**src/hdl/report_debounce_and_smooth_macros.svh**
```systemverilog
// Assertion macros shared by the report debounce and smoothing block.
`ifndef REPORT_DEBOUNCE_AND_SMOOTH_MACROS_SVH
`define REPORT_DEBOUNCE_AND_SMOOTH_MACROS_SVH

// Property sampled on clk, off while rst is high.
`define RDAS_ASSERT(name, prop, msg) \
  name: assert property (@(posedge clk) disable iff (rst) (prop)) else $error(msg);

// Condition in one cycle implies a condition in the next.
`define RDAS_ASSERT_NEXT(name, pre, post, msg) \
  name: assert property (@(posedge clk) disable iff (rst) (pre) |=> (post)) else $error(msg);

`endif

```
**src/hdl/rdas_pkg.sv**
```systemverilog
// Types, constants and helpers for the report debounce and smoothing block.
package rdas_pkg;

  localparam int DEPTH              = 3;
  localparam int NUM_BUTTONS        = 3;
  localparam int NUM_CONTROLS       = 5;
  localparam int NUM_PULSE_CONTROLS = 3;
  localparam int NUM_AXES           = 2;

  typedef logic [7:0] byte_t;
  typedef logic [1:0] slot_t;
  typedef logic [9:0] axis_sum_t;

  localparam byte_t PULSE_MODE  = 8'h18;
  localparam byte_t MODE_RESET  = 8'h06;
  localparam slot_t LAST_SLOT   = 2'd2;
  // floor(x / 3) == (x * 683) >> 11 for every x up to 3 * 255
  localparam axis_sum_t DIV3_MUL = 10'd683;

  // Per-request control from the top level to the history units.
  typedef struct packed {
    logic advance;  // request moves from input register to result register
    logic pulse;    // wheel mode selects pulse mode
  } step_t;

  function automatic slot_t next_slot(input slot_t s);
    return (s == LAST_SLOT) ? '0 : s + 2'd1;
  endfunction

  function automatic byte_t div3(input axis_sum_t x);
    logic [19:0] prod;
    prod = x * DIV3_MUL;
    return prod[18:11];
  endfunction

endpackage

```
**src/hdl/rdas_debounce.sv**
```systemverilog
// Button and control byte histories with three-sample AND debounce; in pulse mode control bytes 3..4 pass through.
`include "report_debounce_and_smooth_macros.svh"

module rdas_debounce (
  input  logic                                         clk,
  input  logic                                         rst,
  input  rdas_pkg::step_t                              step,
  input  rdas_pkg::byte_t [rdas_pkg::NUM_BUTTONS-1:0]  button_in,
  input  rdas_pkg::byte_t [rdas_pkg::NUM_CONTROLS-1:0] control_in,
  output rdas_pkg::byte_t [rdas_pkg::NUM_BUTTONS-1:0]  button_out,
  output rdas_pkg::byte_t [rdas_pkg::NUM_CONTROLS-1:0] control_out
);
  import rdas_pkg::*;

  byte_t [NUM_BUTTONS-1:0]  button_ring       [DEPTH];
  byte_t [NUM_BUTTONS-1:0]  button_ring_next  [DEPTH];
  byte_t [NUM_CONTROLS-1:0] control_ring      [DEPTH];
  byte_t [NUM_CONTROLS-1:0] control_ring_next [DEPTH];
  slot_t                    button_slot;
  slot_t                    control_slot;
  slot_t                    cpos;

  // pulse mode shares the button write position
  assign cpos = step.pulse ? button_slot : control_slot;

  always_comb begin
    button_ring_next  = button_ring;
    control_ring_next = control_ring;
    button_ring_next[button_slot] = button_in;
    for (int i = 0; i < NUM_CONTROLS; i++) begin
      if (!step.pulse || i < NUM_PULSE_CONTROLS) begin
        control_ring_next[cpos][i] = control_in[i];
      end
    end
    for (int i = 0; i < NUM_BUTTONS; i++) begin
      button_out[i] = button_ring_next[0][i] & button_ring_next[1][i] & button_ring_next[2][i];
    end
    for (int i = 0; i < NUM_CONTROLS; i++) begin
      if (step.pulse && i >= NUM_PULSE_CONTROLS) begin
        control_out[i] = control_in[i];
      end else begin
        control_out[i] = control_ring_next[0][i] & control_ring_next[1][i]
                       & control_ring_next[2][i];
      end
    end
  end

  always_ff @(posedge clk) begin
    if (rst) begin
      button_ring  <= '{default: '0};
      control_ring <= '{default: '0};
      button_slot  <= '0;
      control_slot <= '0;
    end else if (step.advance) begin
      button_ring  <= button_ring_next;
      control_ring <= control_ring_next;
      button_slot  <= next_slot(button_slot);
      if (!step.pulse) begin
        control_slot <= next_slot(control_slot);
      end
    end
  end

  `RDAS_ASSERT(a_slots_in_range, (button_slot != 2'd3) && (control_slot != 2'd3), "write position out of range")
  `RDAS_ASSERT_NEXT(a_pulse_holds_cslot, step.advance && step.pulse, $stable(control_slot), "control position moved in pulse mode")
  `RDAS_ASSERT_NEXT(a_bslot_moves, step.advance, button_slot != $past(button_slot), "button position did not advance")

endmodule

```
**src/hdl/rdas_axis_avg.sv**
```systemverilog
// Axis histories with floor mean of the last three samples.
module rdas_axis_avg (
  input  logic                                     clk,
  input  logic                                     rst,
  input  rdas_pkg::step_t                          step,
  input  rdas_pkg::byte_t [rdas_pkg::NUM_AXES-1:0] axis_in,
  output rdas_pkg::byte_t [rdas_pkg::NUM_AXES-1:0] axis_out
);
  import rdas_pkg::*;

  byte_t [NUM_AXES-1:0] axis_ring      [DEPTH];
  byte_t [NUM_AXES-1:0] axis_ring_next [DEPTH];
  slot_t                axis_slot;
  axis_sum_t            total [NUM_AXES];

  always_comb begin
    axis_ring_next = axis_ring;
    axis_ring_next[axis_slot] = axis_in;
    for (int i = 0; i < NUM_AXES; i++) begin
      total[i] = {2'b00, axis_ring_next[0][i]} + {2'b00, axis_ring_next[1][i]}
               + {2'b00, axis_ring_next[2][i]};
      axis_out[i] = div3(total[i]);
    end
  end

  always_ff @(posedge clk) begin
    if (rst) begin
      axis_ring <= '{default: '0};
      axis_slot <= '0;
    end else if (step.advance) begin
      axis_ring <= axis_ring_next;
      axis_slot <= next_slot(axis_slot);
    end
  end

endmodule

```
**src/hdl/report_debounce_and_smooth.sv**
```systemverilog
// Top level: input register, history units and result register.
//
//  channel  | handshake               | payload
//  ---------+-------------------------+--------------------------------------------
//  in       | in_valid / in_stall     | button_byte_0..2, control_byte_0..4, axis_byte_0..1
//  out      | out_valid / out_stall   | filtered_button_0..2, filtered_control_0..4,
//           |                         | smoothed_axis_0..1
//  cfg      | cfg_valid / cfg_ready   | cfg_data (mode select)
//
// Results are registered; one request per cycle sustained while out_stall is low.
// The history rings update as a request moves from the input register to the result register.
// rst clears the rings, write positions, both valid flags and sets the mode select to 0x06.
// out_stall holds the result; the input register then fills and in_stall rises.
// cfg_ready is always high.
module report_debounce_and_smooth (
  input  logic            clk,
  input  logic            rst,
  input  logic            cfg_valid,
  output logic            cfg_ready,
  input  rdas_pkg::byte_t cfg_data,
  input  logic            in_valid,
  output logic            in_stall,
  input  rdas_pkg::byte_t button_byte_0,
  input  rdas_pkg::byte_t button_byte_1,
  input  rdas_pkg::byte_t button_byte_2,
  input  rdas_pkg::byte_t control_byte_0,
  input  rdas_pkg::byte_t control_byte_1,
  input  rdas_pkg::byte_t control_byte_2,
  input  rdas_pkg::byte_t control_byte_3,
  input  rdas_pkg::byte_t control_byte_4,
  input  rdas_pkg::byte_t axis_byte_0,
  input  rdas_pkg::byte_t axis_byte_1,
  output logic            out_valid,
  input  logic            out_stall,
  output rdas_pkg::byte_t filtered_button_0,
  output rdas_pkg::byte_t filtered_button_1,
  output rdas_pkg::byte_t filtered_button_2,
  output rdas_pkg::byte_t filtered_control_0,
  output rdas_pkg::byte_t filtered_control_1,
  output rdas_pkg::byte_t filtered_control_2,
  output rdas_pkg::byte_t filtered_control_3,
  output rdas_pkg::byte_t filtered_control_4,
  output rdas_pkg::byte_t smoothed_axis_0,
  output rdas_pkg::byte_t smoothed_axis_1
);
  import rdas_pkg::*;

  byte_t                    mode_sel;
  logic                     in_full;
  byte_t [NUM_BUTTONS-1:0]  button_reg;
  byte_t [NUM_CONTROLS-1:0] control_reg;
  byte_t [NUM_AXES-1:0]     axis_reg;
  byte_t [NUM_BUTTONS-1:0]  button_res;
  byte_t [NUM_CONTROLS-1:0] control_res;
  byte_t [NUM_AXES-1:0]     axis_res;
  byte_t [NUM_BUTTONS-1:0]  button_out_reg;
  byte_t [NUM_CONTROLS-1:0] control_out_reg;
  byte_t [NUM_AXES-1:0]     axis_out_reg;
  step_t                    step;
  logic                     accept;

  assign cfg_ready    = 1'b1;
  assign step.advance = in_full && (!out_valid || !out_stall);
  assign step.pulse   = (mode_sel == PULSE_MODE);
  assign in_stall     = in_full && !step.advance;
  assign accept       = in_valid && !in_stall;

  always_ff @(posedge clk) begin
    if (rst) begin
      mode_sel   <= MODE_RESET;
      in_full    <= 1'b0;
      out_valid  <= 1'b0;
    end else begin
      if (cfg_valid && cfg_ready) begin
        mode_sel <= cfg_data;
      end
      if (accept) begin
        in_full <= 1'b1;
      end else if (step.advance) begin
        in_full <= 1'b0;
      end
      if (step.advance) begin
        out_valid <= 1'b1;
      end else if (!out_stall) begin
        out_valid <= 1'b0;
      end
    end
  end

  always_ff @(posedge clk) begin
    if (accept) begin
      button_reg  <= {button_byte_2, button_byte_1, button_byte_0};
      control_reg <= {control_byte_4, control_byte_3, control_byte_2,
                      control_byte_1, control_byte_0};
      axis_reg    <= {axis_byte_1, axis_byte_0};
    end
    if (step.advance) begin
      button_out_reg  <= button_res;
      control_out_reg <= control_res;
      axis_out_reg    <= axis_res;
    end
  end

  rdas_debounce u_debounce (
    .clk         (clk),
    .rst         (rst),
    .step        (step),
    .button_in   (button_reg),
    .control_in  (control_reg),
    .button_out  (button_res),
    .control_out (control_res)
  );

  rdas_axis_avg u_axis_avg (
    .clk      (clk),
    .rst      (rst),
    .step     (step),
    .axis_in  (axis_reg),
    .axis_out (axis_res)
  );

  assign filtered_button_0  = button_out_reg[0];
  assign filtered_button_1  = button_out_reg[1];
  assign filtered_button_2  = button_out_reg[2];
  assign filtered_control_0 = control_out_reg[0];
  assign filtered_control_1 = control_out_reg[1];
  assign filtered_control_2 = control_out_reg[2];
  assign filtered_control_3 = control_out_reg[3];
  assign filtered_control_4 = control_out_reg[4];
  assign smoothed_axis_0    = axis_out_reg[0];
  assign smoothed_axis_1    = axis_out_reg[1];

endmodule
```
**config.mk**
```make
export PLATFORM = sky130hd
export DESIGN_NAME = report_debounce_and_smooth
export DESIGN_NICKNAME = d
export VERILOG_FILES = /design/src/hdl/rdas_pkg.sv /design/src/hdl/rdas_debounce.sv /design/src/hdl/rdas_axis_avg.sv /design/src/hdl/report_debounce_and_smooth.sv
export VERILOG_INCLUDE_DIRS = /design/src /design/src/hdl
export SDC_FILE = /design/constraint.sdc
export NUM_CORES = 1
export LEC_CHECK = 0
export ABC_CLOCK_PERIOD_IN_PS = 10800
export BUFFER_PORTS_ARGS = -buffer_cell sky130_fd_sc_hd__buf_4
export CORE_UTILIZATION = 55
export CTS_CLUSTER_SIZE = 40
export DETAILED_ROUTE_END_ITERATION = 6
export MAX_ROUTING_LAYER = met4
export PLACE_DENSITY = 0.74
export SYNTH_ARGS = -nofsm -noshare
export SYNTH_HDL_FRONTEND = slang
export SYNTH_SLANG_ARGS = --single-unit
```
**constraint.sdc**
```tcl
create_clock -name clk -period 10.8 [get_ports clk]
set_clock_uncertainty 0.15 [all_clocks]
set_input_delay 1.62 -clock clk [delete_from_list [all_inputs] [get_ports clk]]
set_output_delay 1.62 -clock clk [all_outputs]
set_load 0.005 [all_outputs]
```
# == Yosys cells after proc, flatten, opt, wreduce, memory -nomap -nowiden ==
# Cells that the tools add are included.
# classes
n_reduce_logical,13
n_eq_ne,5
bitwise_logic,20
mul,2
n_div,0
magnitude_cmp,6
muxes,33
shift,0
add_sub_neg,7
# ops
op,n
120-bit bitwise mux,5
40-bit demux with 2-bit select,5
120-bit two-way mux,2
8-bit AND,16
72-bit bitwise mux,1
48-bit bitwise mux,1
24-bit demux with 2-bit select,1
24-bit two-way mux,2
40-bit two-way mux,1
10-bit by 10-bit multiplier with 19-bit output (second input constant),2
16-bit demux with 2-bit select,1
16-bit two-way mux,2
32-bit two-way mux,1
8-bit two-way mux,3
10-bit by 8-bit adder with 10-bit output,2
8-bit by 8-bit adder with 9-bit output,2
3-bit greater-or-equal comparator (second input constant),3
3-bit by 1-bit < comparator with 1-bit output (second input constant),3
2-bit NOT with 3-bit output,3
8-bit by 5-bit equality test with 1-bit output (second input constant),1
2-bit two-way mux,4
2-bit by 1-bit adder with 2-bit output (second input constant),3
2-bit equality test (second input constant),3
1-bit logical AND,6
other kinds (7),13
# totals
word_cells,142
mem_count,0
latch_bits,0
in_bits,93
ramBits,0
ff_bits,416
romBits,0

# == Longest topological paths before layout ==
# Gate-level depths: netlist of the first run.
# depth
ltp_word,17
mapped_depth,31

# == By module ==
# Synthesis of the first run repeated with hierarchy kept, for this count alone.
# hier_totals
cells_unflattened,2080
hier_area_um2,21494.4
# modules_own_cells
module,n_inst,area_per_inst_um2,seq_area_each_um2,cells_per_inst
rdas_debounce,1,9800.6,3923.8,1174
rdas_axis_avg,1,6495.0,1001.0,705
report_debounce_and_smooth,1,5198.7,5004.8,201

# == Worst setup path before layout of the first run ==
# Ideal clock, no wire load.
# synth_path
path_kind,flip-flop to flip-flop
from,register u_axis_avg.axis_slot[0]
to,register axis_out_reg (netlist bit smoothed_axis_0[6]) (data pin)
required_ps,10384
path_stages_with_launch,30
arrival_time_ps,7514
n_path_buf,2
slack_ps,2870
cell_sequence,dfxtp_1 nor2b_1 clkbuf_1 clkbuf_1 mux2_2 ha_1 fa_1 a21o_1 a21oi_1 o21bai_1 a21oi_1 xnor2_1 ha_1 nand2_1 o21ai_0 xor2_1 ha_1 ha_1 fa_1 fa_1 inv_1 fa_1 inv_1 ha_1 o21ai_0 a21boi_0 a22oi_1 a21oi_1 o41ai_1 xnor2_1
# synth_lines
element,line,source
start: declaration,rdas_axis_avg.sv:13,slot_t axis_slot;
start signal: assignment,rdas_axis_avg.sv:32,axis_slot <= next_slot(axis_slot);
end signal: assignment,report_debounce_and_smooth.sv:100,axis_out_reg <= axis_res;
end: declaration,report_debounce_and_smooth.sv:58,byte_t [NUM_AXES-1:0] axis_out_reg;

==> summary by stage, run 1 <==
Drt
After detailed routing, the total wire length is 49,690 µm. After detailed routing, the average wire length per cell comes to 17.42 µm. The number of design rule violations left after detail routing is 0. The per-cell via count in the routed design is 5.689. The number of search-and-repair iterations in the first detailed-routing pass is 6.

The remaining antenna violation count after routing is 0. Detailed routing inserted a total of 16,230 vias. The first routing iteration left 1,099 violations.

Pwr
The switching part of the total power is 0.3764. The part of the power in combinational logic is 0.493. The analysis attributes to cell leakage a power of 9.574 nW. The clock network fraction of design power is 0.229.

The worst voltage drop across the vdd grid is 0.8196 mV. The power density over the cells is 283.1 mW/mm². Of the total power, registers draw 0.278.

For this design the total switching power over the nets is 2.580 mW. The internal power of the cells is 4.275 mW.

Clock tree
Clock tree synthesis found a total of 416 sinks. In this run, post-CTS repair resized a total of 0 instances. The CTS root buffer is sky130_fd_sc_hd__clkbuf_16.

At the later pin of the worst-skew pair, clock insertion delay measures 0.59 ns. The CTS tree is built. The clock buffer count from CTS is 44.

In this run the post-CTS setup repair buffer count came out at 0. The post-cts hold buffer count is 0. The number of levels in the clock H-tree is 2. Clock-pin slew was measured on the worst setup and hold paths at 0.06 ns. The buffer depth of the longest clock path is 3.

Worst setup path
The data arrival time at the worst-slack endpoint is 8.50 ns. The data required time at the worst endpoint is 10.96 ns. The critical path is of the reg -> reg type. The cell with the biggest individual delay on the critical path is sky130_fd_sc_hd__fa_1. The top fanout value on the critical path is 18.

The endpoint type of the worst setup path is a flip-flop. On the worst path, the slowest cell contributes a delay of 0.54 ns. The setup slack of the most critical reg-to-reg path is 2.46 ns. The capturing point of the worst reg2reg path is smoothed_axis_0[6]$_DFFE_PP_.

Among the stages of the critical path, the cell type that occurs most often is sky130_fd_sc_hd__ha_1. The depth of the worst register-to-register path is 28. The kind of launch point of the worst setup path is a flip-flop. In this run the critical register-to-register path is launched from u_axis_avg.axis_slot[0]$_SDFFE_PP0P_.

STA
The worst max-slew margin expressed relative to the limit is 0.2226. The max-slew violation count came to 0. The part of the cycle the worst path needs is 0.7722.

The total of endpoints with negative setup slack in the final report is 0. Setup repair after global routing left no endpoint under its margin. The worst path needs 8.340 ns of the cycle, external delays included.

For the pin with the worst max-slew slack, the measured transition is 1.166 ns. Based on the critical path, the design can be clocked at up to 0.1199 GHz. Summed over all failing endpoints, the final setup total negative slack is 0 ns. The total count of hold-check failures in the final report was 0.

Die
In this run the standard cell core region covers 0.03758 mm². The effective utilization at floorplan is 0.5572. From left edge to right edge, the die measures 197.1 µm. The vertical extent of the die is 197.1 µm. The number of top-level pins is 176. The floorplan die area is 0.03885 mm². The initialized floorplan defines 71 standard-cell rows.

Synth
Among all flip-flop cells after synthesis, the most frequent one is sky130_fd_sc_hd__dfxtp_1. The top-area cell type share of the netlist area is 0.2448. Each instance of the synthesized netlist takes up on average 9.698 µm².

The count of flip-flops with a built-in enable after synthesis is 160. The area share of and/or/nand/nor cells after synthesis is 0.1538. Of the total synthesized cell area, the portion taken by XOR and XNOR cells is 0.01924. The summed instance area of the synthesized netlist is 0.02094 mm². For this run, the number of Yosys warnings is 0. The share of synthesized cell area in full adder, half adder and majority cells is 0.1317. The share of cell area taken by muxes after synthesis is 0.07451.

Synthesis produced a netlist whose cell count is 2,159. Sorting the synthesized cells by area gives the leading types as sky130_fd_sc_hd__dfxtp_1 24%, sky130_fd_sc_hd__edfxtp_1 23%, sky130_fd_sc_hd__ha_1 9.0%. The combinational family with the most area after synthesis is simple AND/OR/NAND/NOR gates.

The distinct cell type count of the synthesized netlist is 53. The number of nets in the synthesized netlist is 2,446. The biggest area consumer among synthesized cells is sky130_fd_sc_hd__dfxtp_1. After synthesis, the share of flip-flops with an asynchronous set or reset is 0. The share of the synthesized area in compound gates (AO/OA/AOI/OAI) is 0.1098. The sequential element share of the synthesized area is 0.4742. The number of flip-flops and latches in the synthesized netlist is 416.

Global route
Entering global routing, the biggest net connects 97 pins. The fraction of met2 tracks used by global routing is 0.4248. The peak-usage layer in the global routing report is met2. The wire length of the first global-routing pass is 80,700 µm. The via count of the first global-routing pass is 16,280. The residual overflow from global routing is 0. For met1 alone, demand over resource in global routing was 0.3340.

The total global routing track utilization is 0.2659. For this run, global-route usage on met3 was measured as 0.04644. The initial antenna violation count is 3.

Placed design
The final RePlAce weighted congestion is 0.8996. The placed cell count is 2,768. Port buffering added 174 buffers. The HPWL reported at the end of detailed placement is 31,650 µm.

Run status
The run finished with clean final reports.

Final layout
The register with the most flip-flops in the layout has 120 of them. The largest registers in the layout are u_debounce.control_ring (120), u_debounce.button_ring (72), u_axis_avg.axis_ring (48). For this run, the number of standard cells in the final layout without fillers is 2,852.

Compared with the post-synthesis result, the final layout area differs by 15.65%. The fraction of layout cells with a size suffix above 1 is 0.1416. Ranked by flip-flop count, first place goes to u_debounce.control_ring. For this run, the post-layout net count is 2,590.

Hold path
Counting instances, the worst hold path has a depth of 2. The startpoint of the tightest hold check path is u_debounce.button_ring[57]$_SDFFE_PP0P_. The path with the worst hold slack has its endpoint at u_debounce.button_ring[57]$_SDFFE_PP0P_.

The type of the most critical hold path is reg -> reg.

Flow run
The number of max-cap violations is 0.
how the worst max path moves through the flow:
stage	from	endpoint	slack, ns	cells past startpoint
5_1_grt	u_axis_avg.axis_slot[0]$_SDFFE_PP0P_	smoothed_axis_0[6]$_DFFE_PP_	2.05	28
3_5_place_dp	u_axis_avg.axis_slot[0]$_SDFFE_PP0P_	smoothed_axis_0[6]$_DFFE_PP_	2.52	28
4_1_cts	u_axis_avg.axis_slot[0]$_SDFFE_PP0P_	smoothed_axis_0[6]$_DFFE_PP_	2.51	28
2_1_floorplan	u_axis_avg.axis_slot[0]$_SDFFE_PP0P_	smoothed_axis_0[6]$_DFFE_PP_	2.87	29
6_report	u_axis_avg.axis_slot[0]$_SDFFE_PP0P_	smoothed_axis_0[6]$_DFFE_PP_	2.46	28
3_3_place_gp	u_axis_avg.axis_slot[0]$_SDFFE_PP0P_	smoothed_axis_0[6]$_DFFE_PP_	2.86	28
layout make-up:
| class | count | area (µm²) |
|---|---|---|
| diodes | 3 | 7.507 |
| clock buffers | 71 | 1355 |
| clock inverters | 10 | 161.4 |
| fillers | 3000 | 13360 |
| inverters | 80 | 302.8 |
| multi-input cells | 1558 | 10290 |
| flip-flops and latches | 416 | 9931 |
| well taps | 511 | 639.4 |
| repair buffers | 203 | 1528 |
cell usage in the layout, fill, tap and decap left out, types with 24 or more instances in the layout:
cell and n:
sky130_fd_sc_hd__fa_1 44, sky130_fd_sc_hd__mux2_2 47, sky130_fd_sc_hd__clkbuf_16 46, sky130_fd_sc_hd__dfxtp_1 255
sky130_fd_sc_hd__xnor2_1 29, sky130_fd_sc_hd__nand3_1 51, sky130_fd_sc_hd__o22ai_1 24, sky130_fd_sc_hd__buf_4 202
sky130_fd_sc_hd__edfxtp_1 160, sky130_fd_sc_hd__nor2_1 145, sky130_fd_sc_hd__mux2i_1 103, sky130_fd_sc_hd__ha_1 150
sky130_fd_sc_hd__nand2_1 446, sky130_fd_sc_hd__o21ai_0 71, sky130_fd_sc_hd__a21oi_1 217, sky130_fd_sc_hd__nand4_1 26
sky130_fd_sc_hd__nor3_1 52, sky130_fd_sc_hd__inv_1 79
power by group through the flow:
stage	sequential, mW	combinational, mW	clock, mW
2_1_floorplan	1.93	2.53	0
3_3_place_gp	1.93	3.21	0
3_5_place_dp	1.94	3.37	0
4_1_cts	1.90	3.40	1.60
5_1_grt	1.91	3.88	1.66
6_report	1.90	3.38	1.57
critical path: cells and delay by family (launching register included):
family | cells | cell delay [ns]
AOI/OAI and AO/OA | 10 | 2.49
adders and majority gates | 9 | 3.50
muxes | 1 | 0.37
and+or+nand+nor | 2 | 0.24
xor gates and xnor gates | 3 | 0.57
buffers and inverters | 3 | 0.36
DFF | 1 | 0.38
kinds of logic (layout without fill, tap and decap cells):
logic type | Yosys count | in the layout
adders and majority gates | 194 | 194
buffers and inverters | 185 | 364
xor gates and xnor gates | 46 | 46
DFF | 416 | 416
other | 1 | 4
muxes | 150 | 150
AOI/OAI and AO/OA | 397 | 397
and+or+nand+nor | 770 | 770
per-layer routing:
| layer | wire length, µm | vias to the layer above |
|---|---|---|
| met5 | 0 | - |
| met4 | 1470 | 0 |
| met3 | 3064 | 94 |
| met2 | 23550 | 498 |
| met1 | 21600 | 7806 |
| li1 | - | 7827 |
synth_stat cells, types with 13 or more instances:
cell and number:
sky130_fd_sc_hd__a21oi_1 217, sky130_fd_sc_hd__mux2_2 47, sky130_fd_sc_hd__o21ai_0 71, sky130_fd_sc_hd__nand2_1 446
sky130_fd_sc_hd__nand4_1 26, sky130_fd_sc_hd__nand3_1 51, sky130_fd_sc_hd__mux2i_1 103, sky130_fd_sc_hd__and3_1 16
sky130_fd_sc_hd__fa_1 44, sky130_fd_sc_hd__ha_1 150, sky130_fd_sc_hd__o22ai_1 24, sky130_fd_sc_hd__nor3_1 53
sky130_fd_sc_hd__nor2_1 146, sky130_fd_sc_hd__xnor2_1 29, sky130_fd_sc_hd__edfxtp_1 160, sky130_fd_sc_hd__clkbuf_1 80
sky130_fd_sc_hd__a22o_1 17, sky130_fd_sc_hd__a21o_1 13, sky130_fd_sc_hd__a32oi_1 16, sky130_fd_sc_hd__inv_1 80
sky130_fd_sc_hd__dfxtp_1 256, sky130_fd_sc_hd__xor2_1 17
stage by stage:
step	setup WS (ns)	power, mW	util	hold WS, ns	area (µm²)
3_5_place_dp	2.519	5.303	0.6039	0.2960	22690
5_1_grt	2.050	7.457	0.6444	0.3208	24220
6_report	2.460	6.855	0.6444	0.3048	24220
2_1_floorplan	2.870	4.463	-	0.2838	20940
4_1_cts	2.515	6.906	0.6442	0.3051	24210
3_3_place_gp	2.858	5.139	0.6039	0.2889	22690
Note: power is estimated with default switching activity, not from simulation.
==> run 2, diff against run 1 <==
ABC_CLOCK_PERIOD_IN_PS = 7500   (was 10800)
PLACE_DENSITY = 0.77   (was 0.74)
clock period = 7.5 ns   (was 10.8 ns; I/O delays follow)
==> run 2 against run 1 <==
Against the previous run: hold slack worse by 0.0021 ns; largest cell class unchanged; critical endpoint is now smoothed_axis_0[5]$_DFFE_PP_; cell area is 1.3% higher; clock-buffer cell count shrank 9.
==> summary by stage, run 2 (synthesis gave the netlist of run 1 again) <==
Worst setup path
The worst setup path startpoint is u_axis_avg.axis_slot[0]$_SDFFE_PP0P_. The worst setup path is launched from a flip-flop. Among the stages of the critical path, the cell type that occurs most often is sky130_fd_sc_hd__ha_1.

The endpoint type of the worst setup path is a flip-flop. Data arrives at the worst endpoint at 7.43 ns. On the worst path, the slowest cell contributes a delay of 0.55 ns. The number of cells on the worst reg-to-reg path is 28.

The critical path is of the reg -> reg type. The endpoint identified for the worst register-to-register timing path is smoothed_axis_0[5]$_DFFE_PP_. The cell with the biggest individual delay on the critical path is sky130_fd_sc_hd__fa_1. The setup slack of the most critical reg-to-reg path is 0.24 ns. In this run the critical register-to-register path is launched from u_axis_avg.axis_slot[0]$_SDFFE_PP0P_. The top fanout value on the critical path is 5. At the worst endpoint, the required time is 7.67 ns.

Drt
The detailed router placed 16,260 vias in this run. For this run, design rule violations remaining after detail routing come to 0. The routed design has 50,170 µm of wire.

The final routed wire length divided by cell count is 17.48 µm. The count of nets left with antenna violations once routing finished came out at 0. In the routed layout, each cell is associated on average with a via count of 5.665.

The first routing iteration left 1,018 violations. For this run, the detailed router's first-pass iteration total came to 6.

Final layout
The net count of the finished layout is 2,612. The filler cells instantiated in the layout total 2,925. The commonest non-fill, non-tap cell in the layout is sky130_fd_sc_hd__nand2_1. Relative to the synthesized area, the layout overhead comes to 17.15%. The largest registers in the layout are u_debounce.control_ring (120), u_debounce.button_ring (72), u_axis_avg.axis_ring (48). The number of flip-flops in the largest register is 120. u_debounce.control_ring holds more flip-flops than any other register. Once layout is complete, the utilization of the core stands at 0.6528.

The top cell types in the final layout, fill and taps aside, are 446 x sky130_fd_sc_hd__nand2_1, 253 x sky130_fd_sc_hd__dfxtp_1, 223 x sky130_fd_sc_hd__buf_4. Registers take 0.009936 mm². The fraction of layout cells with a size suffix above 1 is 0.1654. The multi-input combinational cells in the finished layout cover a total of 0.01048 mm².

STA
Across all setup checks in the final design, the least slack found is 0.2425 ns. The worst path in the final design needs a cycle of 7.257 ns, including I/O delays and setup. For the pin with the worst max-slew slack, the measured transition is 1.171 ns. The total of endpoints with negative setup slack in the final report is 0. The max-slew violation count is 0.

The total count of hold-check failures in the final report is 0. In the finished design, the share of the clock period the worst path needs comes to 0.9677. The worst pin sits at a relative slew slack of 0.2177. Based on the critical path, the design can be clocked at up to 0.1378 GHz.

Pwr
The share of total power dissipated in the clock network is 0.214. Of the total power, combinational logic draws 0.520. The analysis attributes to net switching a power of 3.937 mW. Of the total power, registers draw 0.266. The internal power of the cells is 6.387 mW. The static power due to leakage is 9.719 nW.

The worst voltage drop across the vdd grid is 0.9055 mV. Of the total power, the share spent switching nets is 0.3813. The power density over the cells is 420.9 mW/mm².

Clock tree
The tree is rooted in a sky130_fd_sc_hd__clkbuf_16. The clock-pin slew of the registers on the worst-case setup and hold paths is 0.06 ns. In this run, CTS created clock tree buffers numbering 44. The number of levels in the clock H-tree is 2. The insertion delay of the later-clocked pin in the worst-skew pair is 0.58 ns.

Counting along the longest clock path gives a buffer depth of 3. The post-cts hold buffer count is 0. The CTS tree is built. The CTS sink count is 416.

Global route
Global routing finished with a remaining overflow of 0. The via count of the first global-routing pass is 16,310. The first global-routing pass estimated 80,520 µm of wire. The pin count of the biggest net entering global routing is 95. The total global routing track utilization is 0.2663.

The initial antenna violation count was 2.

Die
The die is 197.1 µm tall. The number of standard-cell rows in the floorplan is 71. The number of top-level pins is 176.

The die covers 0.03885 mm². The initial utilization of the core area, before any placement, comes to 0.5572. The area of the placeable core is 0.03758 mm². The die width is 197.1 µm.

Hold path
The startpoint identified for the worst hold timing path is u_debounce.control_ring[7]$_SDFFE_PP0P_. The worst hold path endpoint is u_debounce.control_ring[7]$_SDFFE_PP0P_. The worst hold path was traced through 2 stages. The type of the most critical hold path is reg -> reg.

Placed design
The congestion estimate from routability-driven global placement came to 0.8828. Port buffering added 174 buffers. Timing analysis after detailed placement gives a worst setup slack of -0.1569 ns.

Detailed placement ended at an HPWL of 32,160 µm.

Flow run
The number of max-cap violations is 0.

Run status
The run finished with clean final reports.
==> run 2: final cells by class <==
| cell class | count | area share |
|---|---|---|
| diodes | 2 | 0.0002040 |
| clock buffers | 62 | 0.05182 |
| clock inverters | 17 | 0.008161 |
| inverters | 80 | 0.01234 |
| multi-input cells | 1558 | 0.4272 |
| flip-flops and latches | 416 | 0.4050 |
| well taps | 511 | 0.02606 |
| repair buffers | 225 | 0.06917 |
==> run 2: power by group through the flow <==
| stage | registers, mW | clock network [mW] | logic [mW] |
|---|---|---|---|
| floorplan | 2.78 | 0 | 3.69 |
| global placement | 2.79 | 0 | 4.69 |
| detailed placement | 2.79 | 0 | 4.92 |
| CTS | 2.75 | 2.25 | 5.00 |
| global route | 2.76 | 2.34 | 6.13 |
| finish | 2.75 | 2.21 | 5.37 |
==> run 2: worst max-delay path by stage <==
stage / endpoint / slack (ns) / cells past startpoint
2_1_floorplan: smoothed_axis_1[7]$_DFFE_PP_ / 0.02 / 28
3_3_place_gp: smoothed_axis_1[7]$_DFFE_PP_ / 0.11 / 27
3_5_place_dp: smoothed_axis_1[7]$_DFFE_PP_ / -0.16 / 27
4_1_cts: smoothed_axis_1[7]$_DFFE_PP_ / 0.004 / 26
5_1_grt: smoothed_axis_0[5]$_DFFE_PP_ / -0.06 / 28
6_report: smoothed_axis_0[5]$_DFFE_PP_ / 0.24 / 28
==> run 2: timing repair <==
item | CTS | global route
resized for setup | 7 | 32
pin swaps | 5 | 22
endpoints found under the hold margin | 0 | 0
setup endpoints to repair | 5 | 13
gates cloned | 0 | 0
setup buffers | 2 | 9
==> run 2: per-layer routing <==
metal	vias up	wire length, µm	track usage
met3	80	3273	0.04695
met1	7833	21240	0.3295
met5	-	0	-
met4	0	1096	0.08240
met2	484	24560	0.4442
li1	7866	-	-
==> run 2: worst max-delay path: cells and delay by family (launching register included) <==
kind	cells	cell delay (ns)
flops	1	0.37
fa+ha+maj	9	3.33
compound gates	9	1.65
xor+xnor	3	0.45
simple gates	2	0.28
mux	1	0.34
buf+inv	4	0.42
==> run 2: stage by stage <==
stage,power (mW),hold slack [ns],instance area [µm²],TNS [ns],cells
after floorplan,6.472,0.2838,20970,0,2159
after global placement,7.478,0.2905,22790,0,2779
after detailed placement,7.718,0.2960,22790,-0.2746,2779
after CTS,9.997,0.3040,24300,0,2860
after global routing,11.24,0.3174,24530,-0.1297,2871
final,10.32,0.3027,24530,0,2871
